--- src/design/bmhq_pkg.sv ---
// ----------------------------------------------------------------------------
// bmhq_pkg
// types, sizes and codes shared by the binary max-heap queue
// ----------------------------------------------------------------------------
package bmhq_pkg;

    localparam int CAPACITY = 256;
    localparam int ADDR_W   = $clog2(CAPACITY);
    localparam int CNT_W    = $clog2(CAPACITY + 1);
    localparam int IDX_W    = ADDR_W + 2;
    localparam int KEY_W    = 32;
    localparam int PAY_W    = 16;
    localparam int OCC_W    = 9;

    localparam logic [OCC_W-1:0] FULL_OCC = OCC_W'(CAPACITY);

    typedef enum logic [0:0] {
        ACT_INSERT  = 1'b0,
        ACT_EXTRACT = 1'b1
    } action_t;

    typedef enum logic [1:0] {
        ST_INSERTED  = 2'd0,
        ST_EXTRACTED = 2'd1,
        ST_EMPTY     = 2'd2,
        ST_FULL      = 2'd3
    } status_t;

    typedef struct packed {
        logic [KEY_W-1:0] key;
        logic [PAY_W-1:0] payload_id;
    } entry_t;

    localparam int ENTRY_W = $bits(entry_t);

    typedef struct packed {
        logic              we;
        logic [ADDR_W-1:0] waddr;
        entry_t            wdata;
        logic [ADDR_W-1:0] raddr;
    } ram_req_t;

    typedef struct packed {
        logic [KEY_W-1:0] a;
        logic [KEY_W-1:0] b;
    } cmp_req_t;

    typedef enum logic [3:0] {
        S_IDLE,
        S_UP_RD,
        S_UP_CMP,
        S_EX_ROOT,
        S_EX_LAST,
        S_EX_MOV,
        S_SD_L,
        S_SD_R,
        S_SD_PICK,
        S_SD_MOVE,
        S_FIN
    } state_t;

endpackage

--- src/design/bmhq_cmp.sv ---
// ----------------------------------------------------------------------------
// bmhq_cmp
// shared key comparator used by every compare step of the sift sequencer
// ----------------------------------------------------------------------------
module bmhq_cmp
    import bmhq_pkg::*;
(
    input  cmp_req_t operands,
    output logic     a_gt_b
);

    assign a_gt_b = (operands.a > operands.b);

endmodule

--- config.mk ---
export PLATFORM = sky130hd
export DESIGN_NAME = bmhq_cmp
export DESIGN_NICKNAME = d
export VERILOG_FILES = /design/src/design/bmhq_pkg.sv /design/src/design/bmhq_cmp.sv
export SDC_FILE = /design/constraint.sdc
export NUM_CORES = 1
export LEC_CHECK = 0
export BUFFER_PORTS_ARGS = -buffer_cell sky130_fd_sc_hd__buf_2
export CORE_UTILIZATION = 45
export DETAILED_ROUTE_END_ITERATION = 6
export MAX_ROUTING_LAYER = met4
export PLACE_DENSITY = 0.91
export SLEW_MARGIN = 20
export SYNTH_ARGS = -nofsm -noshare
export SYNTH_HDL_FRONTEND = slang
export SYNTH_SLANG_ARGS = --single-unit
--- constraint.sdc ---
create_clock -name vclk -period 2.9
set_input_delay 0.435 -clock vclk [all_inputs]
set_output_delay 0.435 -clock vclk [all_outputs]
set_load 0.01 [all_outputs]
======== Yosys cells after proc, flatten, opt, wreduce, memory -nomap -nowiden ========
Cells that the tools add are included.
storage, ports and cells
  output and inout bits ................... 1
  flip-flop bits (word level) ............. 0
  RAM bits ................................ 0
  memories kept ........................... 0
  logic and storage cells ................. 1
  ROM bits ................................ 0
  input port bits ......................... 64
  bits in latches ......................... 0
operators by class
  order comparisons ....................... 1
  eq/ne operators ......................... 0
  reductions and logical operators ........ 0
  divide/modulo/power cells ............... 0
  shift-type cells ........................ 0
  bitwise operators ....................... 0
  multiplexer cells ....................... 0
  add/sub/neg operators ................... 0
  $mul .................................... 0
operator list
  kind                 count
  > comparator 32 bit  1

======== Longest topological paths before layout ========
Gate-level depths: netlist of the first run.
  word-level depth ........................ 1
  mapped depth ............................ 7
  gate-level depth less buffers ........... 7

======== Least setup slack after synthesis of the first run ========
No wires, ideal clock.
  path kind ............................... in2out
  from .................................... input port operands[17] (netlist name)
  to ...................................... output port a_gt_b
  buffers on the path ..................... 0
  data required time ...................... 2465 ps
  stages on the path ...................... 7
  setup slack ............................. 689 ps
  data arrival time ....................... 1776 ps
  cell sequence ........................... inv_1 -> ha_1 -> a21oi_1 -> o21ai_1 -> a221o_1 -> a2111oi_2 -> a21oi_1
between the ends
  cells in the longest elaborated chain, start to end .. 1
RTL lines
  item                 RTL line        text
  from (decl)          bmhq_cmp.sv:8   input cmp_req_t operands,
  > comparator 32 bit  bmhq_cmp.sv:12  assign a_gt_b = (operands.a > operands.b);
  to (decl)            bmhq_cmp.sv:9   output logic a_gt_b
Every way passes these cells.

======== Final worst setup path of the first run ========
  from .................................... input port operands[19] (netlist name)
  to ...................................... output port a_gt_b
Same word-level chain as after synthesis.

==> metrics.md, run 1 <==
| Metric | Value |
|---|---|
| Status | `complete, no violations` |
| Final setup viols | `0` |
| DP Area | `1160 um^2` |
| Post-cts gate resize count | `0` |
| Layout area overhead | `44.1%` |
| Final Cell Area | `1160 um^2` |
| Hpwl dp | `1870 um` |
| Tmin final | `2.47 ns` |
| Post-synth cell types | `19` |
| Ranking of synthesized cells by area | `ha_1 50%, inv_1 15%, a21oi_1 8.1%` |
| Post-Syn Nets | `208` |
| Logic pwr share | `100.0%` |
| Post-synth top area share | `49.7%` |
| Setup tns final | `0 ns` |
| Total global-route track usage | `21.4%` |
| Max IR drop VDD | `0.0000652 V` |
| Critical path class | `input port to output pin` |
| Internal power | `0.0753 mW` |
| Fin util | `72.8%` |
| CTS Hold Bufs | `0` |
| HP Class | `input port to output pin` |
| Worst-path maximum fanout | `3` |
| Starting Density | `50.5%` |
| Crit-path max cell delay | `0.37 ns` |
| Sw frac | `45.5%` |
| Minimum hold slack | `1.43 ns` |
| Maxcap violations | `0` |
| Die area | `1960 um^2` |
| Initial antenna violation count | `0` |
| Layout cells sized above 1 | `37.3%` |
| Initial detailed-routing violation count | `7` |
| CP Buf/Inv Count | `3` |
| Final count of hold timing violations | `0` |
| Worst EP arrival | `2.04 ns` |
| Nets | `275` |
| Cell row count | `14` |
| Power density over the cells | `119 nW/um^2` |
| Number of global-route vias before repair | `944` |
| Mean Syn Cell Area | `7.19 um^2` |
| Max frequency | `0.405 GHz` |
| Setup Fix Bufs, Post-CTS | `0` |
| Leakage | `0.764 nW` |
| RSZ-0062 raised after global routing | `false` |
| Setup crit end kind | `output pin` |
| RePlAce Congestion | `0.790` |
| Slew Limit Fails | `0` |
| Buffers on Ports | `65` |
| Cells after synthesis | `112` |
| First-pass GRT wire length | `3300 um` |
| Fill cells | `136` |
| I/O pin count | `65` |
| Switching Power | `0.0627 mW` |
| Register area share after synthesis | `0%` |
| DR pass1 iterations | `4` |
| # DRC | `0` |
| CP max-delay cell | `a221o_1` |
| Clk_buf instances | `0` |
| Number of flip-flops and latches | `0` |
| Sequential Power Share | `0%` |
| Ant. Diodes | `0` |
| Die W | `44.3 um` |
| WL per Instance | `9.54 um` |
| Crit path launch type | `input port` |
| Largest net degree at the start of global routing | `4` |
| Largest delay share family, worst path | `compound AO/OA/AOI/OAI gates` |
| Synth warn | `0` |
| Mapped Area | `806 um^2` |
| DR vias/cell | `4.89` |
| Core area | `1590 um^2` |
| Part of the power in the clock network | `0%` |
| Routed Wire Length | `1920 um` |
| Req. time, crit path | `2.47 ns` |
| Cell accounting for the most synthesized area | `ha_1` |
| Antenna viol nets, final | `0` |
| Die Span Y | `44.3 um` |
| GRT Residual Overflow | `0` |
| Final Cycle Share | `85.2%` |
| Via count | `982` |
| Crit-path cells | `buf_2, inv_1, ha_1, a21oi_1, o21ai_1, a221o_1, a2111oi_2, a21oi_1, buf_2` |
| Rel. slew slack | `74.9%` |
| Slew @ Worst Pin | `0.371 ns` |
| Sequential standard cell area | `0 um^2` |
## power by group through the flow
stage                     logic (mW)  registers, mW  clock network [mW]
after floorplan               0.0769              0                   0
after global placement         0.131              0                   0
after detailed placement       0.139              0                   0
after CTS                      0.140              0                   0
after global routing           0.160              0                   0
final                          0.138              0                   0
## per-layer routing
layer  vias up  GRT usage (%)  share of wire (%)
li1        525              -                  -
met1       421           22.9                 43
met2        36           43.8                 53
met3         0           1.22                4.6
met4         0           1.21                  0
met5         -              -                  0
## layout by cell type (no fill, tap or decap), drive strengths merged
cell | netlist | final
nor4 | 1 | 1
ha | 32 | 32
a221o | 2 | 2
nand4 | 5 | 5
o21ai | 2 | 2
o31ai | 1 | 1
inv | 32 | 32
buf | 0 | 65
o211ai | 1 | 1
nor2b | 1 | 1
a21oi | 13 | 13
nor2 | 3 | 3
and4 | 2 | 2
a21boi | 2 | 2
nor4bb | 1 | 1
a21o | 2 | 2
a2111oi | 1 | 1
nand2 | 6 | 6
nand3 | 5 | 5
## area by class of cell
| cell class | count | area [um^2] | share of cell area [%] |
|---|---|---|---|
| multi-input combinational | 80 | 686 | 59.1 |
| inverter | 32 | 120 | 10.3 |
| tap | 24 | 30.0 | 2.59 |
| timing repair buffer | 65 | 325 | 28.0 |
## cells by family (layout without fill, tap and decap cells)
logic type	after synthesis	count (layout)	share of synthesized area, %
AND/OR/NAND/NOR	24	24	16.1
AO/OA/AOI/OAI	24	24	19.3
buffers and inverters	32	97	14.9
adder cells (fa/ha/maj)	32	32	49.7
## worst paths after layout
check         start  endpoint  slack, ns  cells after the start
max    operands[19]    a_gt_b       0.43                      9
min    operands[63]    a_gt_b       1.43                      5
## per-stage QoR
step	std cells	power, mW	setup slack [ns]
2_1_floorplan	112	0.0769	0.689
3_3_place_gp	201	0.131	0.446
3_5_place_dp	201	0.139	0.433
4_1_cts	201	0.140	0.423
5_1_grt	201	0.160	0.291
6_report	201	0.138	0.430
## cells in the mapped netlist (2+ instances only)
cell,count
a21boi_0,2
a21o_1,2
a21oi_1,13
a221o_1,2
and4_1,2
ha_1,32
inv_1,32
nand2_1,6
nand3_1,5
nand4_1,5
nor2_1,3
## tightest hold or removal path, stage by stage
cell and delay, ns:
buf_2 0.08, ha_1 0.16, a2111oi_2 0.05, a21oi_1 0.13
buf_2 0.14
Power figures use the tool's default switching activity.
==> run 2: changes to the inputs <==
CORE_UTILIZATION = 30   (was 45)
PLACE_DENSITY = default   (was 0.91)
PLACE_DENSITY_LB_ADDON = 0.15   (was default)
==> run 2 against run 1 <==
Flip-flop and latch count is the same. Cell count grew 3.0%. Critical path type unchanged. Via count shrank 2.7%. Sequential share of layout area is the same. Die area grew 48%. Global-route usage shrank 8.2 points. Combinational power is essentially flat.
==> metrics.md, run 2 (same netlist as run 1, synthesis figures left out) <==
| Metric | Value |
|---|---|
| Rel. slew slack | `75.1%` |
| Die area | `2900 um^2` |
| Switching Power | `0.0612 mW` |
| Max frequency | `0.403 GHz` |
| Layout cells sized above 1 | `37.3%` |
| Number of flip-flops and latches | `0` |
| CTS Hold Bufs | `0` |
| Final setup viols | `0` |
| Final Cycle Share | `85.5%` |
| Leakage | `0.764 nW` |
| Maxcap violations | `0` |
| Status | `complete, no violations` |
| DR vias/cell | `4.61` |
| Max IR drop VDD | `0.0000572 V` |
| Largest net degree at the start of global routing | `4` |
| GRT Residual Overflow | `0` |
| Initial antenna violation count | `0` |
| Internal power | `0.0748 mW` |
| Setup Fix Bufs, Post-CTS | `0` |
| Crit path launch type | `input port` |
| Nets | `275` |
| Logic pwr share | `100.0%` |
| Sw frac | `45.0%` |
| Worst EP arrival | `2.04 ns` |
| Cell Count, Final, Fillers Out | `207` |
| Power density over the cells | `116 nW/um^2` |
| HP Class | `input port to output pin` |
| Cell row count | `18` |
| DR pass1 iterations | `3` |
| Post-Place Cells | `207` |
| Ant. Diodes | `0` |
| Total global-route track usage | `13.1%` |
| Final count of hold timing violations | `0` |
| First-pass GRT wire length | `2960 um` |
| Req. time, crit path | `2.47 ns` |
| Critical path class | `input port to output pin` |
| DP Area | `1170 um^2` |
| Antenna viol nets, final | `0` |
| Tmin final | `2.48 ns` |
| Part of the power in the clock network | `0%` |
| Setup tns final | `0 ns` |
| RSZ-0062 raised after global routing | `false` |
| Sequential Power Share | `0%` |
| Initial detailed-routing violation count | `5` |
| Slew @ Worst Pin | `0.370 ns` |
| RePlAce Congestion | `0.613` |
| I/O pin count | `65` |
| Slew Limit Fails | `0` |
| Die W | `53.8 um` |
| Final Cell Area | `1170 um^2` |
| Routed Wire Length | `1730 um` |
| Setup crit end kind | `output pin` |
| # DRC | `0` |
| Buffers on Ports | `65` |
| Number of global-route vias before repair | `817` |
| Die Span Y | `53.8 um` |
| Worst-path maximum fanout | `3` |
| Commonest non-fill, non-tap cell in the layout | `buf_2` |
| Post-cts gate resize count | `0` |
| Clk_buf instances | `0` |
| Hpwl dp | `1720 um` |
| Via count | `955` |
| Minimum hold slack | `1.42 ns` |
| Fin util | `46.7%` |
| Core area | `2500 um^2` |
| Starting Density | `32.2%` |
| WL per Instance | `8.35 um` |
| Layout area overhead | `45.0%` |
| Commonest cells after routing, fill and taps aside | `65 x buf_2, 32 x inv_1, 32 x ha_1, 13 x a21oi_1, 6 x nand2_1` |
| Sequential standard cell area | `0 um^2` |
## run 2: through the flow
stage,power (mW),worst slack (ns)
2_1_floorplan,0.0769,0.689
6_report,0.136,0.420
4_1_cts,0.139,0.400
3_5_place_dp,0.138,0.407
3_3_place_gp,0.134,0.424
5_1_grt,0.163,0.286
## run 2: cell type report
| class | instances | area [um^2] |
|---|---|---|
| inverter | 32 | 120 |
| fill | 271 | 1330 |
| timing repair buffer | 65 | 325 |
| multi-input combinational | 80 | 686 |
| tap | 30 | 37.5 |
## run 2: per-layer routing
| layer | part of all wire [%] | wire length (um) | GRT usage (%) |
|---|---|---|---|
| met1 | 47 | 806 | 16.8 |
| met2 | 46 | 787 | 24.1 |
| met3 | 7.8 | 135 | 0.282 |
| met4 | 0 | 0 | 0 |
| met5 | 0 | 0 | - |
## run 2: power groups by stage
stage | registers (mW) | logic, mW | clock network (mW)
after floorplan | 0 | 0.0769 | 0
after CTS | 0 | 0.139 | 0
after global routing | 0 | 0.163 | 0
final | 0 | 0.136 | 0
after detailed placement | 0 | 0.138 | 0
after global placement | 0 | 0.134 | 0
## run 2: path summary, 6_finish.rpt
path                      from     end  cells past startpoint
setup / recovery  operands[19]  a_gt_b                      9
hold / removal    operands[63]  a_gt_b                      5
## run 2: critical path, cell delays in order
cell and delay, ns:
buf_2 0.08, inv_1 0.03, ha_1 0.31, a21oi_1 0.13, o21ai_1 0.07, a221o_1 0.38
a2111oi_2 0.36, a21oi_1 0.11, buf_2 0.15
==> run 3: changes to the inputs <==
SLEW_MARGIN = 5   (was 20)
clock period = 3 ns   (was 2.9 ns; I/O delays follow)
==> run 3 against run 2 <==
Die area did not move. Wire length rose by 0.75%. Cell area did not move. Flip-flop and latch count did not move. Non-clock buffer count did not move. Critical endpoint unchanged.
==> metrics.md, run 3 (same netlist as run 1, synthesis figures left out) <==
| Metric | Value |
|---|---|
| Area of the multi-input gates | `686 um^2` |
| Layout area overhead | `45.0%` |
| Hold worst-path end | `a_gt_b` |
| Max IR drop VDD | `0.0000543 V` |
| Die Span Y | `53.8 um` |
| Final WS setup | `0.495 ns` |
| # DRC | `0` |
| DP Area | `1170 um^2` |
| Layout cells sized above 1 | `37.3%` |
| WL per Instance | `8.42 um` |
| Maxcap violations | `0` |
| Buffers on Ports | `65` |
| Antenna viol nets, final | `0` |
| DR pass1 iterations | `3` |
| Top Metal Used | `met3` |
| Max frequency | `0.399 GHz` |
| First-pass GRT wire length | `2800 um` |
| Fin util | `46.7%` |
| Cell row count | `18` |
| Post-cts gate resize count | `0` |
| I/O pin count | `65` |
| Status | `complete, no violations` |
| Worst EP arrival | `2.06 ns` |
| Minimum hold slack | `1.44 ns` |
| Commonest cells after routing, fill and taps aside | `65 x buf_2, 32 x inv_1, 32 x ha_1, 13 x a21oi_1, 6 x nand2_1` |
| Initial detailed-routing violation count | `5` |
| Commonest non-fill, non-tap cell in the layout | `buf_2` |
| Core area | `2500 um^2` |
| Clk_buf instances | `0` |
| Via count | `951` |
| Hpwl dp | `1730 um` |
| Final count of hold timing violations | `0` |
| RSZ-0062 raised after global routing | `false` |
| Slew Limit Fails | `0` |
| DR vias/cell | `4.59` |
| Routed Wire Length | `1740 um` |
| Tmin final | `2.51 ns` |
| RePlAce Congestion | `0.613` |
| CTS Hold Bufs | `0` |
| Fill cells | `273` |
| Setup Fix Bufs, Post-CTS | `0` |
| GRT Residual Overflow | `0` |
| Final Cell Area | `1170 um^2` |
| Req. time, crit path | `2.55 ns` |
| M1 wire length | `804 um` |
| Metal3 WL | `120 um` |
| Starting Density | `32.2%` |
| Cell Count, Final, Fillers Out | `207` |
| Largest net degree at the start of global routing | `4` |
| Rel. slew slack | `73.5%` |
| Power density over the cells | `113 nW/um^2` |
| Hold depth | `5` |
| Worst hold start | `operands[63]` |
| Nets | `275` |
| Leakage | `0.764 nW` |
| Initial antenna violation count | `0` |
| Final setup viols | `0` |
| Ant. Diodes | `0` |
| Die W | `53.8 um` |
| Critical path class | `input port to output pin` |
| Slew @ Worst Pin | `0.394 ns` |
| Overall power | `0.132 mW` |
| Total global-route track usage | `12.5%` |
| Crit path launch type | `input port` |
| Routed wl met2 | `817 um` |
| Sequential standard cell area | `0 um^2` |
| Setup tns final | `0 ns` |
| Die area | `2900 um^2` |
| Worst-path maximum fanout | `3` |
| Post-Place Cells | `207` |
| Number of global-route vias before repair | `778` |
| HP Class | `input port to output pin` |
| DP Worst Slack | `0.486 ns` |
| Number of flip-flops and latches | `0` |
| Setup crit end kind | `output pin` |
| Final Cycle Share | `83.5%` |
==> run 3: cell counts in the layout (fill, tap and decap cells not counted) <==
No cell type changed its count.
==> run 3: layout make-up <==
type               count  share of cell area [%]
inverters             32                    10.3
repair buffers        65                    27.8
well taps             30                    3.21
multi-input cells     80                    58.7
==> run 3: worst max-delay path, cell delays in order <==
cell and delay [ns]:
buf_2 0.08, inv_1 0.03, ha_1 0.31, a21oi_1 0.13
o21ai_1 0.07, a221o_1 0.38, a2111oi_2 0.36, a21oi_1 0.10
buf_2 0.15
==> run 3: report_power, final <==
part	internal, mW	switching, mW	total (mW)	leakage [nW]
Combinational	0.0724	0.0595	0.132	0.764
Clock	0	0	0	0
Sequential	0	0	0	0
Total	0.0724	0.0595	0.132	0.764
==> run 3: worst max path at each step <==
stage / end / from / cells after the start / slack, ns
2_1_floorplan: a_gt_b / operands[17] / 7 / 0.76
3_3_place_gp: a_gt_b / operands[14] / 9 / 0.49
3_5_place_dp: a_gt_b / operands[19] / 9 / 0.49
4_1_cts: a_gt_b / operands[19] / 9 / 0.48
5_1_grt: a_gt_b / operands[14] / 9 / 0.25
6_report: a_gt_b / operands[19] / 9 / 0.49
==> run 3: per-layer routing <==
metal | track usage, % | vias up
li1 | - | 525
met1 | 15.5 | 391
met2 | 23.5 | 35
met3 | 0.282 | 0
met4 | 0 | 0
met5 | - | -
