**config.mk**
```make
export PLATFORM = sky130hd
export DESIGN_NAME = bmhq_ram
export DESIGN_NICKNAME = d
export VERILOG_FILES = /design/src/design/bmhq_ram.sv
export SDC_FILE = /design/constraint.sdc
export NUM_CORES = 1
export LEC_CHECK = 0
export BUFFER_PORTS_ARGS = -buffer_cell sky130_fd_sc_hd__clkbuf_2
export CORE_UTILIZATION = 65
export DETAILED_ROUTE_END_ITERATION = 16
export PLACE_DENSITY = 0.88
export SYNTH_ARGS = -nofsm -noshare
export SYNTH_HDL_FRONTEND = slang
export SYNTH_SLANG_ARGS = --single-unit
```
**constraint.sdc**
```tcl
create_clock -name clk -period 4.1 [get_ports clk]
set_clock_uncertainty 0.15 [all_clocks]
set_input_delay 0.205 -clock clk [delete_from_list [all_inputs] [get_ports clk]]
set_output_delay 0.205 -clock clk [all_outputs]
set_load 0.05 [all_outputs]
```
**src/design/bmhq_ram.sv**
```systemverilog
// ----------------------------------------------------------------------------
// bmhq_ram
// generic single-write, single-read RAM with registered read data
// ----------------------------------------------------------------------------
module bmhq_ram #(
    parameter int WIDTH = 8,
    parameter int DEPTH = 16
) (
    input  logic                     clk,
    input  logic                     we,
    input  logic [$clog2(DEPTH)-1:0] waddr,
    input  logic [WIDTH-1:0]         wdata,
    input  logic [$clog2(DEPTH)-1:0] raddr,
    output logic [WIDTH-1:0]         rdata
);

    logic [WIDTH-1:0] mem [DEPTH];

    always_ff @(posedge clk)
    begin
        if (we)
        begin
            mem[waddr] <= wdata;
        end
        rdata <= mem[raddr];
    end

endmodule

```
Yosys cells after proc, flatten, opt, wreduce, memory -nomap -nowiden --
Memories as Yosys holds them, arrays and structs flattened. A register that Yosys moved wholly into a read port is not among the register bits. Index checks and enable logic that the tools add are counted.
Storage, ports and cells: register bits after elaboration 0, memories kept 1, logic and storage cells 3, input bits 18, memory bits (writable) 128, output and inout port bits 8
Operators by class: mux-type cells 2
Memories:
- mem | depth 16, bits a word 8, read ports 1, clocked after Yosys merged registers in 1, wr ports 1, RTL line 17 | logic [WIDTH-1:0] mem [DEPTH];
Operators by type and width (number):
- 1-bit two-way mux | 2

Logic depth before layout (Yosys ltp) --
Gate-level depths: netlist of the first run.
depth in word-level cells 2, depth in mapped cells 5

Worst setup path before layout of the first run --
Ideal clock, no wire load.
path type input to register, from in waddr[2], to mem mem[0][0], enable pin, arrival time 1.315 ns, library setup time 0.383 ns, cell stages on the path 2, path slack 2.252 ns, required time 3.567 ns, cells stage by stage or3b_2 > nor3_1
RTL lines:
- from (decl) | RTL line 11 | input logic [$clog2(DEPTH)-1:0] waddr,
- to (decl) | RTL line 17
No word-level cell before the write port.

Worst setup path in the final report of the first run --
from in waddr[2], to mem mem[0][1], enable pin
No word-level cell before the write port.

==> results of run 1 <==
sequential cells by signal, indices dropped and copies added (netlist names):
register	count
rdata	8
mem	128
worst min-delay path: stages:
cell	delay [ps]
clkbuf_2	140
nor3_1	70
buf_4	180
metrics by stage:
step                      power, µW  instances  utilization
final                          3318        390       0.7865
after global routing           3394        390       0.7865
after global placement         1751        350       0.6952
after detailed placement       1756        350       0.6952
after CTS                      3329        390       0.7865
after floorplan                1701        229            -
repair_timing:
action,in CTS,in global routing
endpoints found under the hold margin,128,0
resized for setup,0,0
hold buffers,8,0
power by group:
part | switching [µW] | leakage, µW | total [µW] | internal, µW
logic | 109 | 0.000528 | 170 | 61.1
clock network | 544 | 0.000296 | 1580 | 1040
registers | 10.1 | 0.00122 | 1570 | 1560
total | 664 | 0.00205 | 3320 | 2650
path summary, 6_finish.rpt:
check / slack, ps / end / depth (start not counted) / start
max reg2reg: 2520 / rdata[4] / 3 / mem[3][4]
min: 100 / mem[8][1] / 3 / waddr[0]
min reg2reg: 530 / rdata[0] / 3 / mem[12][0]
max: 2230 / mem[0][1] / 3 / waddr[2]
area by class of cell:
cell class	instances	area [µm²]	share of cell area
repair buffers	37	235.2	0.03891
multi-input cells	83	1057	0.1749
flip-flops and latches	136	4004	0.6623
clock inverters	15	207.7	0.03435
clock buffers	17	414.1	0.06850
well taps	102	127.6	0.02111
logic make-up (layout without fill, tap and decap cells):
| kind of cell | after synthesis | in the layout | share of synthesized area |
|---|---|---|---|
| buf+inv | 10 | 69 | 0.01677 |
| mux | 32 | 32 | 0.1502 |
| flops | 136 | 136 | 0.7778 |
| simple gates | 35 | 35 | 0.03184 |
| compound gates | 16 | 16 | 0.02334 |
per-layer routing:
layer / global-route usage / routed length (µm) / vias up
li1: - / - / 1072
met1: 0.3574 / 3777 / 1266
met2: 0.3946 / 4902 / 134
met3: 0.06533 / 696 / 17
met4: 0.1230 / 201 / 0
met5: 0 / 0 / -
cells in the mapped netlist:
master / count / share of area
clkdlybuf4s25_2: 3 / 0.0058
nor3_1: 4 / 0.0039
mux4_2: 18 / 0.079
nand2b_1: 2 / 0.0024
nor2_1: 13 / 0.0095
dfxtp_1: 8 / 0.031
mux4_1: 14 / 0.071
nor2b_1: 1 / 0.0012
nand2_1: 9 / 0.0066
edfxtp_1: 128 / 0.75
buf_4: 1 / 0.0015
nand3b_1: 2 / 0.0029
nand3_1: 1 / 0.00097
buf_2: 3 / 0.0029
a22oi_1: 16 / 0.023
and2_1: 1 / 0.0012
and2b_1: 1 / 0.0015
or3b_2: 1 / 0.0017
buf_6: 3 / 0.0066
==> flow_metrics.py, run 1 <==
metrics = {
    "status": {
        "status": "finished, final reports clean",
    },
    "logic_synthesis": {
        "synth_seq_cells": 136,
        "synth_nets": 247,
        "synth_cell_type_count": 19,
        "synth_area_um2": 5147,
        "syn_inst": 229,
        "ys_seq_area_frac": 0.7778,
        "synth.avg_cell_area_um2": 22.48,
        "ys_warn_count": 0,
    },
    "critical_path": {
        "cp-start-kind": "primary input",
        "crit_chain": "clkbuf_2, or3b_2, nor3_1",
        "path_max_fanout": 8,
        "slowest_stage": "nor3_1",
        "cp-end-kind": "flip-flop",
        "crit_arrival_ps": 1850,
        "critical_path_class": "primary input to flip-flop",
        "critical_path.max_stage_delay_ps": 1020,
        "worst-endpoint-required_ps": 4080,
        "path_buf_inv": 1,
        "critPathTopFamily": "simple AND/OR/NAND/NOR gates",
    },
    "cells_and_area": {
        "fill_cells": 399,
        "final_cell_mix": "128 x edfxtp_1, 25 x clkbuf_2, 18 x mux4_2",
        "antenna_cells": 0,
        "syn_to_final_growth_pct": 17.45,
        "final_common_cell": "edfxtp_1",
        "nNetsFinal": 293,
        "drive_gt1_frac": 0.2674,
        "fin_area_um2": 6046,
    },
    "placed_design": {
        "dp_hpwl_um": 5297,
        "dp_slack_ps": 1650,
        "port-buffer-count": 25,
        "place_congestion": 0.7357,
        "postPlaceCellArea_um2": 5344,
    },
    "drt": {
        "num_vias": 2489,
        "vias_per_cell": 6.382,
        "first_iter_violations": 319,
        "antenna_left": 0,
        "wirelength_um": 9578,
        "drc": 0,
        "dr.pass1.iters": 5,
        "post_drt_wl_per_cell_um": 24.56,
    },
    "power": {
        "p_leak_uw": 0.002048,
        "power-per-cell-area_nw_per_um2": 548.9,
        "peakVddDrop_mv": 0.4029,
    },
    "die": {
        "die_y_um": 90.99,
        "die_w_um": 90.99,
        "io_pins": 26,
        "dieArea_um2": 8279,
        "num_rows": 32,
        "coreArea_um2": 7687,
        "start_util": 0.6696,
    },
    "sta": {
        "tns_ps": 0,
        "finalCritPeriodShare": 0.4555,
        "layout_min_cycle_time_ps": 1868,
        "worst_slack_ps": 2232,
        "max_freq_ghz": 0.5354,
        "worst-slew-pin-transition_ps": 1326,
        "slew_headroom": 0.1093,
        "rsz0062_at_grt": "no",
        "drv_slew": 0,
        "hold_slack_ps": 98.57,
        "setup_violations": 0,
        "hold_viol": 0,
    },
    "clocking": {
        "htree_levels": 4,
        "clkTransAtPathRegs_ps": 60,
        "cts_root_buffer": "clkbuf_8",
        "postCtsSetupRepairBufs": 0,
        "insertion_delay_ps": 520,
        "clock-sinks": 136,
        "cts_buffers": 17,
        "cts_tree": "done",
        "clockBufferDepth": 2,
    },
    "global_route": {
        "antenna_found_initial": 0,
        "grtUsageTotal": 0.2582,
        "grt_first_pass_wirelength_um": 14280,
        "grt_max_degree": 33,
        "grt_pass1_vias": 2494,
        "grt_overflow": 0,
    },
    "job": {
        "drv_cap": 0,
    },
    "min_path": {
        "hp-class": "primary input to flip-flop",
    },
}
Note: power is estimated with default switching activity, not from simulation.
==> inputs of run 2 (changes only) <==
Settings changed: ABC_AREA from default to 1, CORE_UTILIZATION 65 to 55, PLACE_DENSITY 0.88 to 0.79.
Clock period 4.1 ns to 1.65 ns, I/O delays scaled along.
==> flow_metrics.py, run 2 <==
metrics = {
    "status": {
        "status": "finished, final reports clean",
    },
    "sta": {
        "tns_ps": 0,
        "slew_headroom": 0.5938,
        "drv_slew": 0,
        "hold_viol": 0,
        "rsz0062_at_grt": "no",
        "worst-slew-pin-transition_ps": 608.7,
        "setup_violations": 0,
        "max_freq_ghz": 0.7220,
        "layout_min_cycle_time_ps": 1385,
        "worst_slack_ps": 264.9,
        "finalCritPeriodShare": 0.8394,
    },
    "clocking": {
        "cts_buffers": 17,
        "htree_levels": 4,
        "cts_tree": "done",
        "postCtsSetupRepairBufs": 0,
        "clock-sinks": 136,
        "cts_root_buffer": "clkbuf_8",
        "clockBufferDepth": 2,
        "insertion_delay_ps": 540,
        "clkTransAtPathRegs_ps": 60,
    },
    "cells_and_area": {
        "multi_input_area_um2": 1214,
        "final_cell_mix": "173 x nand2_1, 128 x edfxtp_1, 100 x inv_1",
        "drive_gt1_frac": 0.1264,
        "final_util": 0.6632,
        "fin_area_um2": 6785,
        "nNetsFinal": 622,
        "syn_to_final_growth_pct": 17.66,
        "largest_reg_flops": 128,
        "largest-register": "mem",
        "top_regs": "mem x128, rdata x8",
        "fill_cells": 733,
        "antenna_cells": 0,
        "seq_area_um2": 4004,
        "final_common_cell": "nand2_1",
    },
    "critical_path": {
        "critical_path_class": "flip-flop to primary output",
        "path_buf_inv": 1,
        "worst-endpoint-required_ps": 1420,
        "ff2ff_setup_slack_ps": 440,
        "crit_arrival_ps": 1150,
        "cp-start-kind": "flip-flop",
        "path_max_fanout": 1,
        "path_depth": 1,
        "cp-startpoint": "rdata[6]",
        "critical_path.max_stage_delay_ps": 330,
        "slowest_stage": "dfxtp_1",
        "cp-end-kind": "primary output",
        "r2r-start": "mem[2][7]",
        "critPathTopFamily": "flip-flops",
        "worstReg2RegEnd": "rdata[7]",
        "crit_end": "rdata[6]",
        "reg2reg_depth": 6,
        "crit_chain": "clkbuf_2",
    },
    "logic_synthesis": {
        "synthTopCellsByCount": "173 x nand2_1, 128 x edfxtp_1, 100 x inv_1",
        "async_flop_share": 0,
        "synth_area_um2": 5767,
        "ys_seq_area_frac": 0.6943,
        "netlist.area_leader.share": 0.6665,
        "synth_area_leaders": "edfxtp_1 67%, nand2_1 11%, nand3_1 8.4%, inv_1 6.5%, dfxtp_1 2.8%",
        "ys_warn_count": 0,
        "post-synth-top-count-cell": "nand2_1",
        "synth_top_area_cell": "edfxtp_1",
        "synth_cell_type_count": 12,
        "synth_nets": 569,
        "synth.avg_cell_area_um2": 10.47,
        "synthFlopType": "edfxtp_1",
        "synth_seq_cells": 136,
        "syn_inst": 551,
        "synth_edf_count": 128,
    },
    "drt": {
        "drc": 0,
        "dr.pass1.iters": 6,
        "num_vias": 3975,
        "post_drt_wl_per_cell_um": 16.89,
        "wirelength_um": 12720,
        "first_iter_violations": 437,
        "antenna_left": 0,
        "vias_per_cell": 5.279,
    },
    "power": {
        "p_leak_uw": 0.002981,
        "p_total_uw": 8143,
        "peakVddDrop_mv": 0.9027,
        "power-per-cell-area_nw_per_um2": 1200,
    },
    "die": {
        "die_y_um": 104.4,
        "coreArea_um2": 10230,
        "die_w_um": 104.4,
        "io_pins": 26,
        "dieArea_um2": 10900,
        "num_rows": 37,
        "start_util": 0.5637,
    },
    "global_route": {
        "antenna_found_initial": 0,
        "grtUsageTotal": 0.2537,
        "grt_pass1_vias": 3872,
        "gr-max-usage-layer": "met2",
        "grt_max_degree": 39,
        "grt_overflow": 0,
        "grt_use_met1": 0.3297,
        "met2_usage": 0.3893,
        "use_met3": 0.06516,
        "grt_first_pass_wirelength_um": 20150,
    },
    "placed_design": {
        "postPlaceCellArea_um2": 6106,
        "place_congestion": 0.8659,
        "port-buffer-count": 25,
        "dp_slack_ps": 230.4,
        "dp_hpwl_um": 7612,
    },
    "min_path": {
        "hp-class": "primary input to flip-flop",
    },
    "job": {
        "drv_cap": 0,
    },
}
-- run 2: final cells by class --
cell class / instances / area share
sequential: 136 / 0.5901
clock inverter: 9 / 0.01807
tap: 136 / 0.02508
timing repair buffer: 58 / 0.06417
multi-input combinational: 289 / 0.1789
clock buffer: 23 / 0.06731
inverter: 102 / 0.05643
-- run 2: worst register-to-register path, cell delays in order (launching register included) --
cell and delay (ps):
edfxtp_1 380, inv_1 90, nand2_1 70, nand3_1 100
nand3_1 120, nand3_1 140, nand2_1 70
-- run 2: metrics by stage --
stage	hold slack [ps]	cells
floorplan	31.37	551
global placement	329.2	711
detailed placement	308.8	711
CTS	7.788	754
global route	52.39	753
finish	21.32	753
-- run 2: how the worst min path moves through the flow --
stage / end / from / cells after the start
after detailed placement: rdata[6] / raddr[3] / 3
after floorplan: mem[0][0] / wdata[0] / 0
final: mem[2][5] / waddr[1] / 4
after global placement: rdata[6] / raddr[3] / 3
after global routing: mem[2][1] / waddr[1] / 4
after CTS: mem[2][5] / waddr[1] / 4
-- run 2: report_power, final --
| part | leakage (µW) | internal [µW] | switching, µW |
|---|---|---|---|
| clock network | 0.000286 | 2370 | 1320 |
| registers | 0.00122 | 3860 | 23.6 |
| logic | 0.00147 | 162 | 406 |
| total | 0.00298 | 6390 | 1750 |
-- run 2: routing by layer --
metal / vias up / part of all wire
met1: 1846 / 0.41
met5: - / 0
met2: 217 / 0.48
met4: 0 / 0.026
met3: 27 / 0.087
li1: 1885 / -
-- run 2: logic make-up (layout without fill, tap and decap cells) --
family / Yosys count / in the layout / share of synthesized area
AND/OR/NAND/NOR: 289 / 289 / 0.2105
flip-flops: 136 / 136 / 0.6943
buffers and inverters: 126 / 192 / 0.09525
-- run 2: timing repair --
action | 4_1_cts | 5_1_grt
hold buffers | 11 | 0
endpoints found under the hold margin | 136 | 0
setup endpoints to repair | 0 | 1
resized for setup | 0 | 0
==> inputs of run 3 (changes only) <==
Settings changed: ABC_AREA 1 to 0, CORE_UTILIZATION 55 to 60, PLACE_DENSITY 0.79 to 0.82.
Clock period 1.65 ns to 1.3 ns, I/O delays scaled along.
==> flow_metrics.py, run 3 (synthesized netlist as in run 1, its figures left out) <==
metrics = {
    "global_route": {
        "grt_max_degree": 18,
        "grt_first_pass_wirelength_um": 17220,
        "grtUsageTotal": 0.2924,
        "grt_overflow": 0,
        "grt_pass1_vias": 2774,
        "antenna_found_initial": 0,
    },
    "drt": {
        "drc": 0,
        "antenna_left": 0,
        "first_iter_violations": 205,
        "wirelength_um": 11640,
        "vias_per_cell": 6.265,
        "post_drt_wl_per_cell_um": 27.51,
        "dr.pass1.iters": 4,
        "num_vias": 2650,
    },
    "sta": {
        "layout_min_cycle_time_ps": 1498,
        "max_freq_ghz": 0.6677,
        "hold_slack_ps": 19.41,
        "rsz0062_at_grt": "yes",
        "slew_headroom": 0.2927,
        "worst_slack_ps": -197.7,
        "finalCritPeriodShare": 1.152,
        "hold_viol": 0,
        "worst-slew-pin-transition_ps": 1057,
        "setup_violations": 8,
        "drv_slew": 0,
    },
    "power": {
        "power-per-cell-area_nw_per_um2": 1557,
        "peakVddDrop_mv": 0.8397,
        "p_leak_uw": 0.002138,
        "p_total_uw": 9847,
    },
    "critical_path": {
        "crit_chain": "mux4_2, a22oi_2, nand2_1",
        "worst-endpoint-required_ps": 1530,
        "cp-start-kind": "flip-flop",
        "critical_path_class": "flip-flop to flip-flop",
        "cp-end-kind": "flip-flop",
        "critical_path.max_stage_delay_ps": 520,
        "crit_arrival_ps": 1730,
        "slowest_stage": "mux4_2",
        "path_max_fanout": 1,
    },
    "cells_and_area": {
        "largest_reg_flops": 128,
        "nNetsFinal": 324,
        "antenna_cells": 0,
        "fill_cells": 431,
        "top_regs": "mem x128, rdata x8",
        "syn_to_final_growth_pct": 22.87,
        "drive_gt1_frac": 0.4277,
        "largest-register": "mem",
        "final_common_cell": "edfxtp_1",
        "final_cell_mix": "128 x edfxtp_1, 32 x mux4_2, 28 x buf_4",
    },
    "clocking": {
        "cts_buffers": 17,
        "cts_tree": "done",
        "clockBufferDepth": 2,
        "cts_root_buffer": "clkbuf_8",
        "htree_levels": 4,
        "clock-sinks": 136,
        "clkTransAtPathRegs_ps": 60,
        "insertion_delay_ps": 510,
    },
    "placed_design": {
        "place_congestion": 0.7353,
        "dp_hpwl_um": 6552,
        "port-buffer-count": 25,
    },
    "die": {
        "dieArea_um2": 8954,
        "die_y_um": 94.63,
        "io_pins": 26,
        "num_rows": 33,
        "die_w_um": 94.63,
        "coreArea_um2": 8258,
        "start_util": 0.6233,
    },
    "status": {
        "status": "finished with violations",
        "violations": "negative setup slack",
    },
    "min_path": {
        "hp-class": "primary input to flip-flop",
    },
    "job": {
        "drv_cap": 0,
    },
}
-- run 3: changes by cell type in the layout (fill, tap and decap cells not counted), moves of 8 or more --
cell,delta
nand2_1,-164
inv_1,-100
nand3_1,-96
mux4_2,+32
a22oi_2,+9
buf_4,+8
clkbuf_2,-8
-- run 3: metrics by stage --
step | setup TNS (ps) | worst slack (ps) | cell area [µm²] | instances | util
CTS | -963.9 | -163.4 | 6321 | 423 | 0.7655
detailed placement | -7852 | -325.7 | 5657 | 381 | 0.6850
floorplan | -517.0 | -51.47 | 5191 | 229 | -
global route | -1497 | -247.3 | 6325 | 423 | 0.7659
finish | -1120 | -197.7 | 6325 | 423 | 0.7659
global placement | -4698 | -307.1 | 5657 | 381 | 0.6850
-- run 3: metal layers --
| layer | vias to the layer above | share of wire | track usage |
|---|---|---|---|
| li1 | 1115 | - | - |
| met1 | 1345 | 0.38 | 0.3981 |
| met2 | 164 | 0.49 | 0.4371 |
| met3 | 26 | 0.10 | 0.09420 |
| met4 | 0 | 0.022 | 0.1326 |
| met5 | - | 0 | 0 |
-- run 3: final cells by class --
class / instances / area (µm²) / area share
clock inverters: 13 / 108.9 / 0.01721
repair buffers: 68 / 575.6 / 0.09100
flip-flops and latches: 136 / 4005 / 0.6332
multi-input cells: 83 / 1086 / 0.1717
clock buffers: 18 / 417.9 / 0.06607
well taps: 105 / 131.4 / 0.02077
-- run 3: final timing paths --
path / start / end / slack, ps / cells past startpoint
worst max register to register: mem[8][5] / rdata[5] / -200 / 3
worst min-delay path: raddr[2] / rdata[2] / 20 / 4
worst max-delay path: mem[8][5] / rdata[5] / -200 / 3
worst min register to register: mem[11][6] / rdata[6] / 540 / 3
-- run 3: worst max-delay path, delay by kind of cell, from the launching register on --
family	cells	cell delay, ps
AO/OA/AOI/OAI	1	190
flip-flops	1	410
multiplexers	1	520
AND/OR/NAND/NOR	1	100
-- run 3: power by group --
group	total [µW]	internal (µW)	switching, µW
clock	4210	2500	1710
combinational	692	289	404
sequential	4950	4910	39.4
total	9850	7690	2150
-- run 3: timing repair --
| action | 4_1_cts | 5_1_grt |
|---|---|---|
| setup endpoints to repair | 16 | 11 |
| gates resized for setup | 29 | 9 |
| pin swaps | 6 | 0 |
| gates cloned | 0 | 0 |
| endpoints found under the hold margin | 146 | 0 |
| buffers inserted | 0 | 0 |
| hold buffers | 11 | 0 |
